[src/hdl/source_text_tokenizer_core_defines.svh]
// Assertion macros shared by the tokenizer modules.
// Each expects signals named clock and reset in the using module.
`ifndef SOURCE_TEXT_TOKENIZER_CORE_DEFINES_SVH
`define SOURCE_TEXT_TOKENIZER_CORE_DEFINES_SVH

// Consequent must hold in the same cycle as the antecedent.
`define STT_ASSERT_SAME(label, ante, cons, msg) \
   label: assert property (@(posedge clock) disable iff (reset) (ante) |-> (cons)) \
      else $error(msg);

// Consequent must hold in the cycle after the antecedent.
`define STT_ASSERT_NEXT(label, ante, cons, msg) \
   label: assert property (@(posedge clock) disable iff (reset) (ante) |=> (cons)) \
      else $error(msg);

`endif

[src/hdl/stt_pkg.sv]
package stt_pkg;

   localparam int POSITION_BITS = 16;
   localparam int FIELD_BITS    = 16;
   localparam int RSP_DEPTH     = 4;

   typedef enum logic [3:0] {
      KIND_EOF,
      KIND_IDENT,
      KIND_INT,
      KIND_LPAREN,
      KIND_RPAREN,
      KIND_LBRACK,
      KIND_RBRACK,
      KIND_COMMA,
      KIND_COLON,
      KIND_EQUAL,
      KIND_MINUS,
      KIND_ARROW,
      KIND_INVALID
   } token_kind_type;

   typedef struct packed {
      token_kind_type          kind;
      logic [FIELD_BITS-1:0]   start_offset;
      logic [FIELD_BITS-1:0]   token_length;
      logic [FIELD_BITS-1:0]   start_line;
      logic [FIELD_BITS-1:0]   start_column;
      logic                    last_of_run;
   } token_type;

   // Up to two tokens per item, already in output order.
   typedef struct packed {
      logic [1:0] count;
      token_type  first;
      token_type  second;
   } token_push_type;

endpackage

[src/hdl/stt_scan.sv]
`include "source_text_tokenizer_core_defines.svh"

module stt_scan #(
   parameter int POSITION_BITS = stt_pkg::POSITION_BITS
) (
   input  logic                   clock,
   input  logic                   reset,
   input  logic                   req_valid,
   output logic                   req_ready,
   input  logic [7:0]             req_char_byte,
   input  logic                   req_end_of_source,
   input  logic                   room,
   output stt_pkg::token_push_type push
);

   localparam int FB       = stt_pkg::FIELD_BITS;
   localparam int EXT_BITS = (POSITION_BITS > FB) ? POSITION_BITS : FB;
   localparam logic [POSITION_BITS-1:0] POS_MAX   = '1;
   localparam logic [POSITION_BITS-1:0] POS_ONE   = POSITION_BITS'(1);
   localparam logic [FB-1:0]            FIELD_MAX = '1;

   localparam logic [7:0] CHAR_LF     = 8'h0A;
   localparam logic [7:0] CHAR_TAB    = 8'h09;
   localparam logic [7:0] CHAR_CR     = 8'h0D;
   localparam logic [7:0] CHAR_SPACE  = 8'h20;
   localparam logic [7:0] CHAR_HASH   = 8'h23;
   localparam logic [7:0] CHAR_LPAREN = 8'h28;
   localparam logic [7:0] CHAR_RPAREN = 8'h29;
   localparam logic [7:0] CHAR_COMMA  = 8'h2C;
   localparam logic [7:0] CHAR_MINUS  = 8'h2D;
   localparam logic [7:0] CHAR_ZERO   = 8'h30;
   localparam logic [7:0] CHAR_NINE   = 8'h39;
   localparam logic [7:0] CHAR_COLON  = 8'h3A;
   localparam logic [7:0] CHAR_EQUAL  = 8'h3D;
   localparam logic [7:0] CHAR_GT     = 8'h3E;
   localparam logic [7:0] CHAR_UPPER_A = 8'h41;
   localparam logic [7:0] CHAR_UPPER_Z = 8'h5A;
   localparam logic [7:0] CHAR_LBRACK = 8'h5B;
   localparam logic [7:0] CHAR_RBRACK = 8'h5D;
   localparam logic [7:0] CHAR_UNDER  = 8'h5F;
   localparam logic [7:0] CHAR_LOWER_A = 8'h61;
   localparam logic [7:0] CHAR_LOWER_Z = 8'h7A;

   typedef enum logic [2:0] {
      MODE_IDLE,
      MODE_COMMENT,
      MODE_IDENT,
      MODE_INT,
      MODE_MINUS
   } mode_type;

   logic                     in_valid_ff, in_valid_in;
   logic [7:0]               char_ff;
   logic                     end_ff;
   mode_type                 mode_ff, mode_in;
   logic [POSITION_BITS-1:0] off_ff, off_in, line_ff, line_in, col_ff, col_in;
   logic [POSITION_BITS-1:0] p_off_ff, p_off_in, p_line_ff, p_line_in, p_col_ff, p_col_in;
   logic [POSITION_BITS-1:0] off_c, line_c, col_c;
   logic                     req_accept, fire;
   logic                     flush_v, a_v, b_v;
   stt_pkg::token_type       flush_tok, a_tok, b_tok;

   function automatic logic [POSITION_BITS-1:0] sat_inc(input logic [POSITION_BITS-1:0] v);
      return (v == POS_MAX) ? v : v + POS_ONE;
   endfunction

   function automatic logic [FB-1:0] clamp(input logic [POSITION_BITS-1:0] v);
      logic [EXT_BITS-1:0] ext;
      ext = EXT_BITS'(v);
      return (ext > EXT_BITS'(FIELD_MAX)) ? FIELD_MAX : ext[FB-1:0];
   endfunction

   function automatic logic is_letter(input logic [7:0] b);
      return (b >= CHAR_LOWER_A && b <= CHAR_LOWER_Z) ||
             (b >= CHAR_UPPER_A && b <= CHAR_UPPER_Z);
   endfunction

   function automatic logic is_digit(input logic [7:0] b);
      return b >= CHAR_ZERO && b <= CHAR_NINE;
   endfunction

   function automatic logic is_space(input logic [7:0] b);
      return b == CHAR_SPACE || (b >= CHAR_TAB && b <= CHAR_CR);
   endfunction

   function automatic stt_pkg::token_kind_type single_kind(input logic [7:0] b);
      stt_pkg::token_kind_type k;
      unique case (b)
         CHAR_LPAREN: k = stt_pkg::KIND_LPAREN;
         CHAR_RPAREN: k = stt_pkg::KIND_RPAREN;
         CHAR_LBRACK: k = stt_pkg::KIND_LBRACK;
         CHAR_RBRACK: k = stt_pkg::KIND_RBRACK;
         CHAR_COMMA:  k = stt_pkg::KIND_COMMA;
         CHAR_COLON:  k = stt_pkg::KIND_COLON;
         CHAR_EQUAL:  k = stt_pkg::KIND_EQUAL;
         default:     k = stt_pkg::KIND_INVALID;
      endcase
      return k;
   endfunction

   function automatic stt_pkg::token_type make_tok(
      input stt_pkg::token_kind_type  kind,
      input logic [POSITION_BITS-1:0] off,
      input logic [FB-1:0]            len,
      input logic [POSITION_BITS-1:0] line,
      input logic [POSITION_BITS-1:0] col
   );
      stt_pkg::token_type t;
      t.kind         = kind;
      t.start_offset = clamp(off);
      t.token_length = len;
      t.start_line   = clamp(line);
      t.start_column = clamp(col);
      t.last_of_run  = 1'b0;
      return t;
   endfunction

   assign req_accept  = req_valid && req_ready;
   assign fire        = in_valid_ff && room;
   assign req_ready   = !in_valid_ff || fire;
   assign in_valid_in = req_accept || (in_valid_ff && !fire);

   // position after taking the held byte
   always_comb begin
      off_c = sat_inc(off_ff);
      if (char_ff == CHAR_LF) begin
         line_c = sat_inc(line_ff);
         col_c  = POS_ONE;
      end else begin
         line_c = line_ff;
         col_c  = sat_inc(col_ff);
      end
   end

   always_comb begin
      flush_v   = 1'b1;
      flush_tok = make_tok(stt_pkg::KIND_MINUS, p_off_ff, FB'(1), p_line_ff, p_col_ff);
      unique case (mode_ff)
         MODE_IDENT: flush_tok = make_tok(stt_pkg::KIND_IDENT, p_off_ff,
                                          clamp(off_ff - p_off_ff), p_line_ff, p_col_ff);
         MODE_INT:   flush_tok = make_tok(stt_pkg::KIND_INT, p_off_ff,
                                          clamp(off_ff - p_off_ff), p_line_ff, p_col_ff);
         MODE_MINUS: flush_v   = 1'b1;
         default:    flush_v   = 1'b0;
      endcase
   end

   always_comb begin
      mode_in   = mode_ff;
      off_in    = off_ff;
      line_in   = line_ff;
      col_in    = col_ff;
      p_off_in  = p_off_ff;
      p_line_in = p_line_ff;
      p_col_in  = p_col_ff;
      a_v       = 1'b0;
      a_tok     = flush_tok;
      b_v       = 1'b0;
      b_tok     = make_tok(single_kind(char_ff), off_ff, FB'(1), line_ff, col_ff);
      if (fire) begin
         if (end_ff) begin
            a_v       = flush_v;
            b_v       = 1'b1;
            b_tok     = make_tok(stt_pkg::KIND_EOF, off_ff, '0, line_ff, col_ff);
            mode_in   = MODE_IDLE;
            off_in    = '0;
            line_in   = POS_ONE;
            col_in    = POS_ONE;
            p_off_in  = '0;
            p_line_in = POS_ONE;
            p_col_in  = POS_ONE;
         end else begin
            off_in  = off_c;
            line_in = line_c;
            col_in  = col_c;
            priority if (mode_ff == MODE_COMMENT) begin
               if (char_ff == CHAR_LF) begin
                  mode_in = MODE_IDLE;
               end
            end else if (mode_ff == MODE_IDENT &&
                         (char_ff == CHAR_UNDER || is_letter(char_ff) || is_digit(char_ff))) begin
               mode_in = MODE_IDENT;
            end else if (mode_ff == MODE_INT && is_digit(char_ff)) begin
               mode_in = MODE_INT;
            end else if (mode_ff == MODE_MINUS && char_ff == CHAR_GT) begin
               a_v     = 1'b1;
               a_tok   = make_tok(stt_pkg::KIND_ARROW, p_off_ff, FB'(2), p_line_ff, p_col_ff);
               mode_in = MODE_IDLE;
            end else begin
               a_v     = flush_v;
               mode_in = MODE_IDLE;
               priority if (is_space(char_ff)) begin
                  mode_in = MODE_IDLE;
               end else if (char_ff == CHAR_HASH) begin
                  mode_in = MODE_COMMENT;
               end else if (char_ff == CHAR_UNDER || is_letter(char_ff) ||
                            is_digit(char_ff) || char_ff == CHAR_MINUS) begin
                  if (is_digit(char_ff)) begin
                     mode_in = MODE_INT;
                  end else if (char_ff == CHAR_MINUS) begin
                     mode_in = MODE_MINUS;
                  end else begin
                     mode_in = MODE_IDENT;
                  end
                  p_off_in  = off_ff;
                  p_line_in = line_ff;
                  p_col_in  = col_ff;
               end else begin
                  b_v = 1'b1;
               end
            end
         end
      end
   end

   // pack tokens in order; last one of the item carries the marker
   always_comb begin
      push.count              = {1'b0, a_v} + {1'b0, b_v};
      push.first              = a_v ? a_tok : b_tok;
      push.first.last_of_run  = !(a_v && b_v);
      push.second             = b_tok;
      push.second.last_of_run = 1'b1;
   end

   always_ff @(posedge clock) begin
      if (reset) begin
         in_valid_ff <= 1'b0;
         mode_ff     <= MODE_IDLE;
         off_ff      <= '0;
         line_ff     <= POS_ONE;
         col_ff      <= POS_ONE;
         p_off_ff    <= '0;
         p_line_ff   <= POS_ONE;
         p_col_ff    <= POS_ONE;
      end else begin
         in_valid_ff <= in_valid_in;
         mode_ff     <= mode_in;
         off_ff      <= off_in;
         line_ff     <= line_in;
         col_ff      <= col_in;
         p_off_ff    <= p_off_in;
         p_line_ff   <= p_line_in;
         p_col_ff    <= p_col_in;
      end
      if (req_accept) begin
         char_ff <= req_char_byte;
         end_ff  <= req_end_of_source;
      end
   end

   `STT_ASSERT_SAME(a_push_needs_fire, push.count != 2'd0, fire, "tokens pushed without an item")
   `STT_ASSERT_NEXT(a_end_resets, fire && end_ff, mode_ff == MODE_IDLE && off_ff == '0, "end did not reset")
   `STT_ASSERT_SAME(a_two_needs_first, push.count == 2'd2, a_v && b_v, "two tokens from one source")

endmodule

[src/hdl/stt_rsp_fifo.sv]
`include "source_text_tokenizer_core_defines.svh"

module stt_rsp_fifo #(
   parameter int DEPTH = stt_pkg::RSP_DEPTH
) (
   input  logic                    clock,
   input  logic                    reset,
   input  stt_pkg::token_push_type push,
   output logic                    room,
   output logic                    rsp_valid,
   input  logic                    rsp_ready,
   output stt_pkg::token_type      rsp_token
);

   localparam int PTR_BITS   = $clog2(DEPTH);
   localparam int COUNT_BITS = $clog2(DEPTH + 1);

   stt_pkg::token_type      entry_ff [DEPTH];
   logic [PTR_BITS-1:0]     wr_ptr_ff, wr_ptr_in, rd_ptr_ff, rd_ptr_in, wr_ptr_next;
   logic [COUNT_BITS-1:0]   count_ff, count_in;
   logic                    pop;

   assign pop         = rsp_valid && rsp_ready;
   assign rsp_valid   = count_ff != '0;
   assign rsp_token   = entry_ff[rd_ptr_ff];
   assign room        = count_ff <= COUNT_BITS'(DEPTH - 2);
   assign wr_ptr_next = wr_ptr_ff + PTR_BITS'(1);
   assign wr_ptr_in   = wr_ptr_ff + PTR_BITS'(push.count);
   assign rd_ptr_in   = rd_ptr_ff + PTR_BITS'(pop);
   assign count_in    = count_ff + COUNT_BITS'(push.count) - COUNT_BITS'(pop);

   always_ff @(posedge clock) begin
      if (reset) begin
         wr_ptr_ff <= '0;
         rd_ptr_ff <= '0;
         count_ff  <= '0;
      end else begin
         wr_ptr_ff <= wr_ptr_in;
         rd_ptr_ff <= rd_ptr_in;
         count_ff  <= count_in;
      end
      if (push.count != 2'd0) begin
         entry_ff[wr_ptr_ff] <= push.first;
      end
      if (push.count == 2'd2) begin
         entry_ff[wr_ptr_next] <= push.second;
      end
   end

   `STT_ASSERT_SAME(a_count_bound, 1'b1, count_ff <= COUNT_BITS'(DEPTH), "queue overfilled")
   `STT_ASSERT_SAME(a_push_has_room, push.count != 2'd0, room, "push without room")
   `STT_ASSERT_NEXT(a_pop_drains, pop && push.count == 2'd0, count_ff == $past(count_ff) - COUNT_BITS'(1), "pop lost")

endmodule

[src/hdl/source_text_tokenizer_core.sv]
// Streaming tokenizer: one source byte (or the end marker) per input item, tokens out
// with kind, start offset, length, line and column, last_of_run on the final token of
// each item. An item is registered at acceptance, scanned once the result queue has
// room, and its tokens written to that queue, so a token is offered after the item that
// closes it has been scanned and written. One item is taken every cycle while the queue
// keeps two slots free; an item that gives two tokens (a flushed identifier, integer or
// minus followed by another token, or by Eof) takes one more slot, which the result
// queue of RSP_DEPTH entries absorbs; input stalls only when fewer than two queue slots
// are free. RSP_DEPTH must be a power of two, at least two. Positions saturate at
// 2^POSITION_BITS - 1, output fields at 65535. End of source resets all positions.
module source_text_tokenizer_core #(
   parameter int POSITION_BITS = stt_pkg::POSITION_BITS,
   parameter int RSP_DEPTH     = stt_pkg::RSP_DEPTH
) (
   input  logic                            clock,
   input  logic                            reset,
   input  logic                            req_valid,
   output logic                            req_ready,
   input  logic [7:0]                      req_char_byte,
   input  logic                            req_end_of_source,
   output logic                            rsp_valid,
   input  logic                            rsp_ready,
   output logic [3:0]                      rsp_token_kind,
   output logic [stt_pkg::FIELD_BITS-1:0]  rsp_start_offset,
   output logic [stt_pkg::FIELD_BITS-1:0]  rsp_token_length,
   output logic [stt_pkg::FIELD_BITS-1:0]  rsp_start_line,
   output logic [stt_pkg::FIELD_BITS-1:0]  rsp_start_column,
   output logic                            rsp_last_of_run
);

   stt_pkg::token_push_type push;
   stt_pkg::token_type      rsp_token;
   logic                    room;

   stt_scan #(
      .POSITION_BITS(POSITION_BITS)
   ) u_scan (
      .clock             (clock),
      .reset             (reset),
      .req_valid         (req_valid),
      .req_ready         (req_ready),
      .req_char_byte     (req_char_byte),
      .req_end_of_source (req_end_of_source),
      .room              (room),
      .push              (push)
   );

   stt_rsp_fifo #(
      .DEPTH(RSP_DEPTH)
   ) u_rsp_fifo (
      .clock     (clock),
      .reset     (reset),
      .push      (push),
      .room      (room),
      .rsp_valid (rsp_valid),
      .rsp_ready (rsp_ready),
      .rsp_token (rsp_token)
   );

   assign rsp_token_kind   = rsp_token.kind;
   assign rsp_start_offset = rsp_token.start_offset;
   assign rsp_token_length = rsp_token.token_length;
   assign rsp_start_line   = rsp_token.start_line;
   assign rsp_start_column = rsp_token.start_column;
   assign rsp_last_of_run  = rsp_token.last_of_run;

endmodule
[config.mk]
export PLATFORM = sky130hd
export DESIGN_NAME = source_text_tokenizer_core
export DESIGN_NICKNAME = d
export VERILOG_FILES = /design/src/hdl/stt_pkg.sv /design/src/hdl/stt_scan.sv /design/src/hdl/stt_rsp_fifo.sv /design/src/hdl/source_text_tokenizer_core.sv
export VERILOG_INCLUDE_DIRS = /design/src /design/src/hdl
export SDC_FILE = /design/constraint.sdc
export NUM_CORES = 1
export LEC_CHECK = 0
export BUFFER_PORTS_ARGS = -buffer_cell sky130_fd_sc_hd__buf_4
export CAP_MARGIN = 20
export CORE_MARGIN = 10
export CORE_UTILIZATION = 60
export CTS_CLUSTER_SIZE = 28
export DETAILED_ROUTE_END_ITERATION = 12
export HOLD_SLACK_MARGIN = 0.15
export PLACE_DENSITY = 0.78
export SETUP_SLACK_MARGIN = 0.3
export SLEW_MARGIN = 10
export SYNTH_ARGS = -nofsm -noshare
export SYNTH_HDL_FRONTEND = slang
export SYNTH_SLANG_ARGS = --single-unit
[constraint.sdc]
create_clock -name clock -period 6 [get_ports clock]
set_input_delay 0.6 -clock clock [delete_from_list [all_inputs] [get_ports clock]]
set_output_delay 0.6 -clock clock [all_outputs]
set_load 0.005 [all_outputs]
==> results of run 1 <==
[cells by family (layout without fill, tap and decap cells)]
| logic type | after synthesis | count (layout) | share of synthesized area |
|---|---|---|---|
| AOI/OAI and AO/OA | 424 | 424 | 0.1787 |
| xor gates and xnor gates | 53 | 53 | 0.02476 |
| adders and majority gates | 27 | 27 | 0.01882 |
| buffers and inverters | 217 | 257 | 0.05113 |
| DFF | 392 | 392 | 0.5367 |
| muxes | 72 | 72 | 0.08457 |
| and+or+nand+nor | 381 | 381 | 0.1053 |
[cell type report]
class | instances | area, um2 | share of cell area
flip-flops and latches | 392 | 10070 | 0.4838
multi-input cells | 957 | 7791 | 0.3744
clock buffers | 61 | 1181 | 0.05676
inverters | 70 | 262.8 | 0.01263
repair buffers | 113 | 864.6 | 0.04155
well taps | 396 | 495.5 | 0.02381
clock inverters | 13 | 147.6 | 0.007095
[where the power goes]
group / internal, mW / switching, mW
sequential: 3.00 / 0.168
combinational: 0.603 / 0.634
clock: 1.49 / 1.03
[critical path, delay by kind of cell (launching register included)]
kind                       cells  cell delay (ns)
and+or+nand+nor                3             1.40
buffers and inverters          4             1.34
AOI/OAI and AO/OA              3             0.70
DFF                            1             0.56
adders and majority gates      1             0.34
[cells in the mapped netlist, types with 11 or more instances]
cell	instances	area share
edfxtp_1	221	0.35
a22o_1	201	0.094
dfxtp_1	171	0.18
nand2_1	96	0.019
clkbuf_1	92	0.018
nor2_1	84	0.017
inv_1	69	0.014
mux4_2	69	0.083
o21ai_0	67	0.018
o32ai_1	53	0.025
nand2b_1	52	0.017
xor2_1	32	0.015
nand3_1	27	0.0072
ha_1	25	0.017
a21oi_1	24	0.0064
nand4_1	23	0.0077
xnor2_1	21	0.0098
buf_1	17	0.0034
nor3_1	17	0.0045
buf_2	14	0.0037
o22ai_1	12	0.0040
buf_4	11	0.0044
buf_6	11	0.0066
nor2b_1	11	0.0037
or3_1	11	0.0037
[metal layers]
metal | wire [um] | part of all wire
met5 | 0 | 0
met4 | 1249 | 0.026
met3 | 4603 | 0.095
met2 | 23410 | 0.48
met1 | 19200 | 0.40
[state kept, by name, summed over array words and instances (netlist names), 8 cells and up]
| name | flops |
|---|---|
| u_rsp_fifo.entry_ff | 276 |
| u_scan.char_ff | 8 |
| u_scan.col_ff | 16 |
| u_scan.line_ff | 16 |
| u_scan.off_ff | 16 |
| u_scan.p_col_ff | 16 |
| u_scan.p_line_ff | 16 |
| u_scan.p_off_ff | 16 |
[through the flow]
step	util	cells	cell area (um2)	worst slack [ns]	power (mW)
final	0.6785	2002	20810	1.317	6.921
after global routing	0.6785	2002	20810	1.057	7.158
after CTS	0.6785	2002	20810	1.358	6.956
after detailed placement	0.6352	1928	19480	1.406	4.472
after global placement	0.6348	1927	19470	1.485	4.444
after floorplan	-	1566	18740	1.738	3.895
[path summary, 6_finish.rpt]
| kind | startpoint | endpoint | slack (ns) |
|---|---|---|---|
| worst min register to register | u_rsp_fifo.entry_ff[1][37] | u_rsp_fifo.entry_ff[1][37] | 0.45 |
| worst min-delay path | req_char_byte[7] | u_scan.char_ff[7] | 0.24 |
| worst max-delay path | u_scan.char_ff[2] | u_rsp_fifo.entry_ff[0][58] | 1.32 |
| worst max register to register | u_scan.char_ff[2] | u_rsp_fifo.entry_ff[0][58] | 1.32 |
==> run metrics, run 1 <==
Overflow after GRT=0; Num CTS Buffers=40; vertical die dimension=196.8 um; FMAX=213.6 MHz; Max clock buf depth=3; status=completed; register area share after synthesis=0.5367; Max Slew Vio Count=0; Net Count, Synth=1606; first-pass GRT wire length=75.31 mm; Setup crit end kind=flip-flop; DRC=0; most frequent cells in the layout=edfxtp_1 (221), a22o_1 (201), dfxtp_1 (169); crit-path max FO=30; I/O Buffers=83; total iterations of the first detailed-routing run=5; slowest stage delay, CP=0.61 ns; initial core utilization=0.6112; unrepaired setup endpoints after global routing=false; CTS tree=yes; Synth-to-Final Area Change=11.02%; final hold viol count=0; Tot GR Track Use=0.2438; most used cell, CP=inv_2; Leakage=6.946 nW; Worst-Skew Late Latency=0.54 ns; vias per cell=6.733; met3 Use GR=0.04243; fraction of final layout cells sized beyond drive strength 1=0.1743; io pins=84; FP Rows=64; CTS Sinks=392; worst clock skew=0.01784 ns; area of the die=38710 um2; Cell Chain, Critical Path=or2_1 -> o41ai_4 -> o221ai_2 -> a211oi_2 -> buf_4 -> inv_2 -> ha_1 -> or3_1 -> and2_1 -> inv_2 -> buf_12; CP max stage cell=inv_2; final WL=48.46 mm; post-synthesis register bit count=392; prevailing post-synth register cell=edfxtp_1; CTS-repair resized insts=0; EDFF count, synth=221; class of the worst hold path=in -> reg; async set-or-reset flop fraction in the synthesized netlist=0; GR met2 Demand/Resource=0.3940; unique cell type count in the Yosys netlist=75; Worst Tran Pin Value=0.9922 ns; Critical Path AT=4.90 ns; Setup crit start kind=flip-flop; hold_ws=0.2395 ns; Syn Area/Cell=11.97 um2; yosys warns=0; Die X-Extent=196.8 um; Max Cap Viol=0; DRT iter0 DRCs=1297; Min-Delay Path Depth=1; Post-DRT Antenna Nets=0; Post-CTS Setup Bufs=0; GR Util met1=0.3267; # diodes=0; Cells after Synth=1566; Crit Path Class=reg -> reg; Tcrit/Tclk final=0.7804; routed vias=13480; hpwl dp=29.93 mm; initial antenna violation count=0; Peak VDD IR=269.6 uV; final worst path period need=4.683 ns; busiest grt layer=met2; hold-fix buffers at CTS=0; Syn Std Cell Area=18740 um2; setup TNS=0 ns; Final setup violation count=0; RePlAce Congestion=0.8754; Critical Path RT=6.22 ns; H-tree Lvls=2; pin count of the biggest net entering global routing=82; FF-to-FF path depth=11; Root Driver=clkbuf_16; most common cell after layout, fill and taps aside=edfxtp_1; # fillers=2197; Slew HR=0.3376; clk slew on worst S/H paths=0.06 ns; DR WL/cell=24.20 um; PD cells=332.6 nW/um2; NumNets Final=1614; Core Box Area=30670 um2; vias in the first global route=13290
No activity file was read; power rests on OpenSTA's default activity.
==> inputs of run 2 (changes only) <==
CORE_UTILIZATION = 56   (was 60)
PLACE_DENSITY = 0.76   (was 0.78)
clock period = 4.3 ns   (was 6 ns; I/O delays follow)
==> run 2 against run 1 <==
  * Core utilization fell by 3.1 points
  * Final cell count rose by 3.5%
  * Critical path depth rose by 1
  * Wire length fell by 2.7%
  * Die area rose by 6.4%
  * Sequential share of layout area fell by 0.93 points
  * Maximum frequency rose by 26%
  * Via count fell by 1.2%
  * Clock power rose by 36%
  * Combinational power rose by 47%
  * Non-clock buffer count rose by 22
  * Largest power group unchanged
==> run metrics, run 2 (same netlist as run 1, synthesis figures left out) <==
status=completed; # fillers=2407; Final setup violation count=0; DRT iter0 DRCs=1372; Root Driver=clkbuf_16; Crit Path Class=reg -> reg; Comb pwr share=0.189; Largest register FFs=276; setup TNS=0 ns; total iterations of the first detailed-routing run=5; vias in the first global route=13200; highest routed layer=met4; crit-path max FO=48; H-tree Lvls=2; most common cell after layout, fill and taps aside=edfxtp_1; io pins=84; area of the die=41190 um2; CTS-repair resized insts=0; Peak VDD IR=474.2 uV; Critical Path RT=4.72 ns; initial antenna violation count=0; Post-DRT Antenna Nets=0; internal power=7.037 mW; Tot Pwr=9.628 mW; vias per cell=6.429; fraction of final layout cells sized beyond drive strength 1=0.1779; initial core utilization=0.5718; CTS Sinks=392; Overflow after GRT=0; area occupied by multi-input gates=7791 um2; Max Cap Viol=0; DRC=0; switch share=0.2692; Biggest register=u_rsp_fifo.entry_ff; CP max stage cell=edfxtp_1; first-pass GRT wire length=74.30 mm; DR WL/cell=22.75 um; Top Family by Delay on Critical Path=simple AND/OR/NAND/NOR gates; final WL=47.14 mm; Tot GR Track Use=0.2242; Core Box Area=32780 um2; Clock power frac=0.356; FF+latch area=10070 um2; vertical die dimension=203.0 um; Worst-Skew Late Latency=0.55 ns; Die X-Extent=203.0 um; slowest stage delay, CP=0.55 ns; Num CTS Buffers=41; Critical Path AT=4.15 ns; sequential power share=0.454; FP Rows=66; RePlAce Congestion=0.9087; met1 wire length=19.26 mm; I/O Buffers=83; final worst path period need=3.728 ns; Max Slew Vio Count=0; PD cells=453.8 nW/um2; hpwl dp=28.96 mm; CTS tree=yes; most frequent cells in the layout=edfxtp_1 (221), a22o_1 (201), dfxtp_1 (169); metal3 WL=4.206 mm; NumNets Final=1637; FMAX=268.3 MHz; Setup crit end kind=flip-flop; Setup crit start kind=flip-flop; clk slew on worst S/H paths=0.06 ns; Tcrit/Tclk final=0.8669; worst path bufs/invs=2; Max clock buf depth=3; routed vias=13320; final hold viol count=0; Slew HR=0.3456; Leakage=7.071 nW; pin count of the biggest net entering global routing=72; Synth-to-Final Area Change=13.19%; # diodes=0; class of the worst hold path=in -> reg; unrepaired setup endpoints after global routing=false; Psw=2.592 mW; Cell Chain, Critical Path=or2_1 -> o41ai_4 -> o211ai_1 -> or2_1 -> nor3_1 -> nor2_1 -> ha_1 -> or3b_2 -> buf_4 -> o21ai_4 -> buf_12 -> a22o_1; WL met2=22.74 mm; worst clock skew=0.01559 ns; most used cell, CP=or2_1; Worst Tran Pin Value=0.9816 ns
[run 2: final timing paths]
check / from / to / slack (ns) / depth (start not counted)
worst min register to register: u_rsp_fifo.entry_ff[1][48] / u_rsp_fifo.entry_ff[1][48] / 0.45 / 2
worst max-delay path: u_scan.char_ff[2] / u_rsp_fifo.entry_ff[2][24] / 0.57 / 12
worst max register to register: u_scan.char_ff[2] / u_rsp_fifo.entry_ff[2][24] / 0.57 / 12
worst min-delay path: rsp_ready / u_rsp_fifo.rd_ptr_ff[0] / 0.36 / 4
[run 2: layout make-up]
cell class,instances,share of cell area
Sequential cell,392,0.4745
Multi-Input combinational cell,957,0.3672
Timing Repair Buffer,135,0.05779
Clock buffer,58,0.05479
Tap cell,442,0.02607
Inverter,70,0.01274
Clock inverter,18,0.006900
[run 2: routing by layer]
metal	GRT usage	up-vias
met4	0.06342	0
met3	0.03917	66
met1	0.2970	6610
met2	0.3716	596
li1	-	6048
met5	0	-
[run 2: metrics by stage]
stage	hold slack [ns]	util	cell area (um2)	setup WS [ns]	std cells
after global routing	0.3732	0.6472	21220	0.3772	2072
after detailed placement	0.4420	0.6035	19790	0.5588	1983
final	0.3614	0.6472	21220	0.5723	2072
after floorplan	0.4196	-	18750	0.3100	1566
after global placement	0.4288	0.6035	19790	0.6778	1983
after CTS	0.3514	0.6465	21190	0.5340	2069
[run 2: worst register-to-register path, stage by stage (launching register included)]
cell and delay [ns]:
edfxtp_1 0.55, or2_1 0.33, o41ai_4 0.29, o211ai_1 0.17, or2_1 0.28, nor3_1 0.23
nor2_1 0.08, ha_1 0.28, or3b_2 0.48, buf_4 0.21, o21ai_4 0.16, buf_12 0.29
a22o_1 0.24
[run 2: what timing repair did]
item | 4_1_cts | 5_1_grt
hold buffers | 10 | 0
setup endpoints to repair | 0 | 16
setup buffers | 0 | 2
endpoints found under the hold margin | 10 | 0
[run 2: power groups by stage]
stage	Sequential, mW	Clock [mW]	Combinational [mW]
2_1_floorplan	4.30	0	1.13
3_3_place_gp	4.44	0	1.82
3_5_place_dp	4.46	0	1.83
4_1_cts	4.37	3.47	1.85
5_1_grt	4.40	3.61	1.97
6_report	4.37	3.43	1.82
==> inputs of run 3 (changes only) <==
ABC_CLOCK_PERIOD_IN_PS = 4300   (was unset)
RECOVER_POWER = 25   (was unset)
SYNTH_HIERARCHICAL = 1   (was unset)
==> run 3 against run 2 <==
  * The run now ends with max-capacitance violations, max-slew violations left
  * Via count shrank 3.1%
  * Cell area grew 8.2%
  * Combinational power shrank 8%
  * Core utilization shrank 0.46 points
  * Synthesized cell count shrank 2.7%
  * Synthesized area grew 9.0%
  * Die area grew 8.1%
  * Maximum frequency shrank 5.6%
  * Wire length grew 1.1%
  * Clock power is essentially flat
  * Power is essentially flat
  * Critical path depth shrank 3
  * Critical path type unchanged
  * Critical endpoint is now u_rsp_fifo/entry_ff[2][42]
  * Largest cell class unchanged
  * Largest power group unchanged
==> run metrics, run 3 <==
Peak VDD IR=268.3 uV; vias in the first global route=13220; Max clock buf depth=3; Syn Area/Cell=13.40 um2; most frequent cells in the layout=edfxtp_1 (285), mux2_2 (279), dfxtp_1 (105); post-route insts no fill=2104; Largest register FFs=276; worst clock skew=0.02618 ns; DRT iter0 DRCs=1099; Post-Synth Adder-Cell Area=0.01605; GR Util met1=0.2919; Post-DRT Antenna Nets=0; met3 Use GR=0.02789; final worst path period need=3.947 ns; most common cell after layout, fill and taps aside=edfxtp_1; area of the die=44510 um2; Setup crit start kind=flip-flop; class of the worst hold path=in -> reg; CTS Sinks=392; GR met2 Demand/Resource=0.3546; Leakage=8.209 nW; # diodes=0; final hold viol count=0; Yosys top cell area share=0.4190; async set-or-reset flop fraction in the synthesized netlist=0; unrepaired setup endpoints after global routing=true; hpwl dp=29.17 mm; final WL=47.66 mm; Slew HR=-0.1737; top cells by count, synth=edfxtp_1 (285), mux2_2 (279), dfxtp_1 (107); Setup crit end kind=flip-flop; fraction of final layout cells sized beyond drive strength 1=0.3305; most frequent cell after synthesis=edfxtp_1; total iterations of the first detailed-routing run=6; I/O Buffers=83; crit-path max FO=49; yosys warns=6; Critical Path RT=4.57 ns; pin count of the biggest net entering global routing=70; largest cells by area after synthesis=edfxtp_1 (42%), mux2_2 (15%), dfxtp_1 (10%), mux4_2 (7.6%), mux2_1 (2.0%); Biggest register=u_rsp_fifo/entry_ff; Worst Tran Pin Value=1.761 ns; Critical Path AT=4.22 ns; clk slew on worst S/H paths=0.06 ns; initial antenna violation count=0; post-route cell area=22970 um2; DR WL/cell=22.65 um; FMAX=253.3 MHz; unique cell type count in the Yosys netlist=77; PD cells=419.4 nW/um2; Syn Std Cell Area=20420 um2; busiest grt layer=met2; Tot Pwr=9.631 mW; status=finished, violations left; vias per cell=6.135; multiplexer area fraction after synthesis=0.2601; post-synth top area cell=edfxtp_1; post-synthesis xor/xnor area fraction=0.02328; Root Driver=clkbuf_16; Num CTS Buffers=41; EDFF count, synth=285; Max Slew Vio Count=123; Synth-to-Final Area Change=12.45%; Cells after Synth=1524; io pins=84; Crit Path Class=reg -> reg; Core Box Area=35740 um2; largest family of logic cells by synthesized area=multiplexers; Synth Area in Compound Gates=0.04558; vertical die dimension=211.0 um; DP Area=21560 um2; Worst-Skew Late Latency=0.55 ns; Tot GR Track Use=0.2135; Die X-Extent=211.0 um; Post-Synth Simple-Gate Area=0.09257; routed vias=12910; NumNets Final=1648; register area share after synthesis=0.5239; Tcrit/Tclk final=0.9179; DRC=0; post-synthesis register bit count=392; H-tree Lvls=2; Final setup violation count=0; prevailing post-synth register cell=edfxtp_1; FP Rows=69; RePlAce Congestion=0.8846; initial core utilization=0.5714; Max Cap Viol=3; CTS tree=yes; Placed Cells=2007; first-pass GRT wire length=75.67 mm; Overflow after GRT=0; failing checks=max-capacitance violations, max-slew violations
==> run 3: changes by cell type after synthesis, moves of 53 or more <==
| cell | change |
|---|---|
| a22o_1 | -200 |
| clkbuf_1 | -56 |
| dfxtp_1 | -64 |
| edfxtp_1 | +64 |
| mux2_2 | +278 |
| o32ai_1 | -53 |
==> run 3: final timing paths <==
check | end | slack, ns | cells past startpoint | from
setup / recovery | u_rsp_fifo/entry_ff[2][42] | 0.35 | 9 | u_scan/char_ff[1]
hold / removal | u_scan/in_valid_ff | 0.18 | 3 | req_valid
setup reg to reg | u_rsp_fifo/entry_ff[2][42] | 0.35 | 9 | u_scan/char_ff[1]
hold reg to reg | u_scan/p_col_ff[6] | 0.47 | 2 | u_scan/p_col_ff[6]
==> run 3: final cells by class <==
| type | count | area [um2] |
|---|---|---|
| sequential | 392 | 10710 |
| clock inverter | 15 | 127.6 |
| clock buffer | 61 | 1202 |
| multi-input combinational | 1001 | 9049 |
| tap | 461 | 576.8 |
| fill | 2672 | 12780 |
| timing repair buffer | 143 | 1189 |
| inverter | 31 | 116.4 |
==> run 3: stage by stage <==
| stage | utilization | worst slack (ns) | hold slack [ns] | TNS (ns) |
|---|---|---|---|---|
| floorplan | - | -0.2156 | 0.4381 | -29.75 |
| global placement | 0.6032 | 0.4006 | 0.4476 | 0 |
| detailed placement | 0.6032 | 0.3122 | 0.4586 | 0 |
| CTS | 0.6430 | 0.3252 | 0.1549 | 0 |
| global route | 0.6425 | 0.1353 | 0.1678 | 0 |
| finish | 0.6425 | 0.3528 | 0.1794 | 0 |
==> run 3: kinds of logic after synthesis <==
family	after synthesis
buffers and inverters	145
xor gates and xnor gates	51
adders and majority gates	25
muxes	400
AOI/OAI and AO/OA	150
and+or+nand+nor	359
other	2
DFF	392
==> run 3: repair_timing <==
| action | 4_1_cts | 5_1_grt |
|---|---|---|
| endpoints found under the setup margin | 2 | 174 |
| pin swaps | 1 | 3 |
| hold buffers | 9 | 0 |
| buffers inserted | 0 | 12 |
| gates resized for setup | 0 | 1 |
| hold endpoints to repair | 9 | 0 |
==> run 3: power by group <==
part / total [mW] / switching [mW] / leakage (nW) / internal [mW]
logic: 1.67 / 0.802 / 3.97 / 0.872
registers: 4.50 / 0.221 / 3.59 / 4.27
clock network: 3.46 / 1.45 / 0.649 / 2.01
total: 9.63 / 2.48 / 8.21 / 7.15
==> run 3: routing by layer <==
layer / wire length [um] / share of wire / vias up
met5: 0 / 0 / -
met4: 929 / 0.019 / 0
met3: 2628 / 0.055 / 64
met2: 22890 / 0.48 / 423
met1: 21210 / 0.44 / 6471
li1: - / - / 5950
==> run 3: worst max-delay path, cell delays in order, from the launching register on <==
cell	delay, ns
edfxtp_1	0.60
or2_2	0.39
o221ai_1	0.32
nand4_1	0.23
nand2b_1	0.20
o21ai_0	0.28
ha_1	0.44
nor4bb_4	0.40
clkbuf_16	0.40
mux2_2	0.39
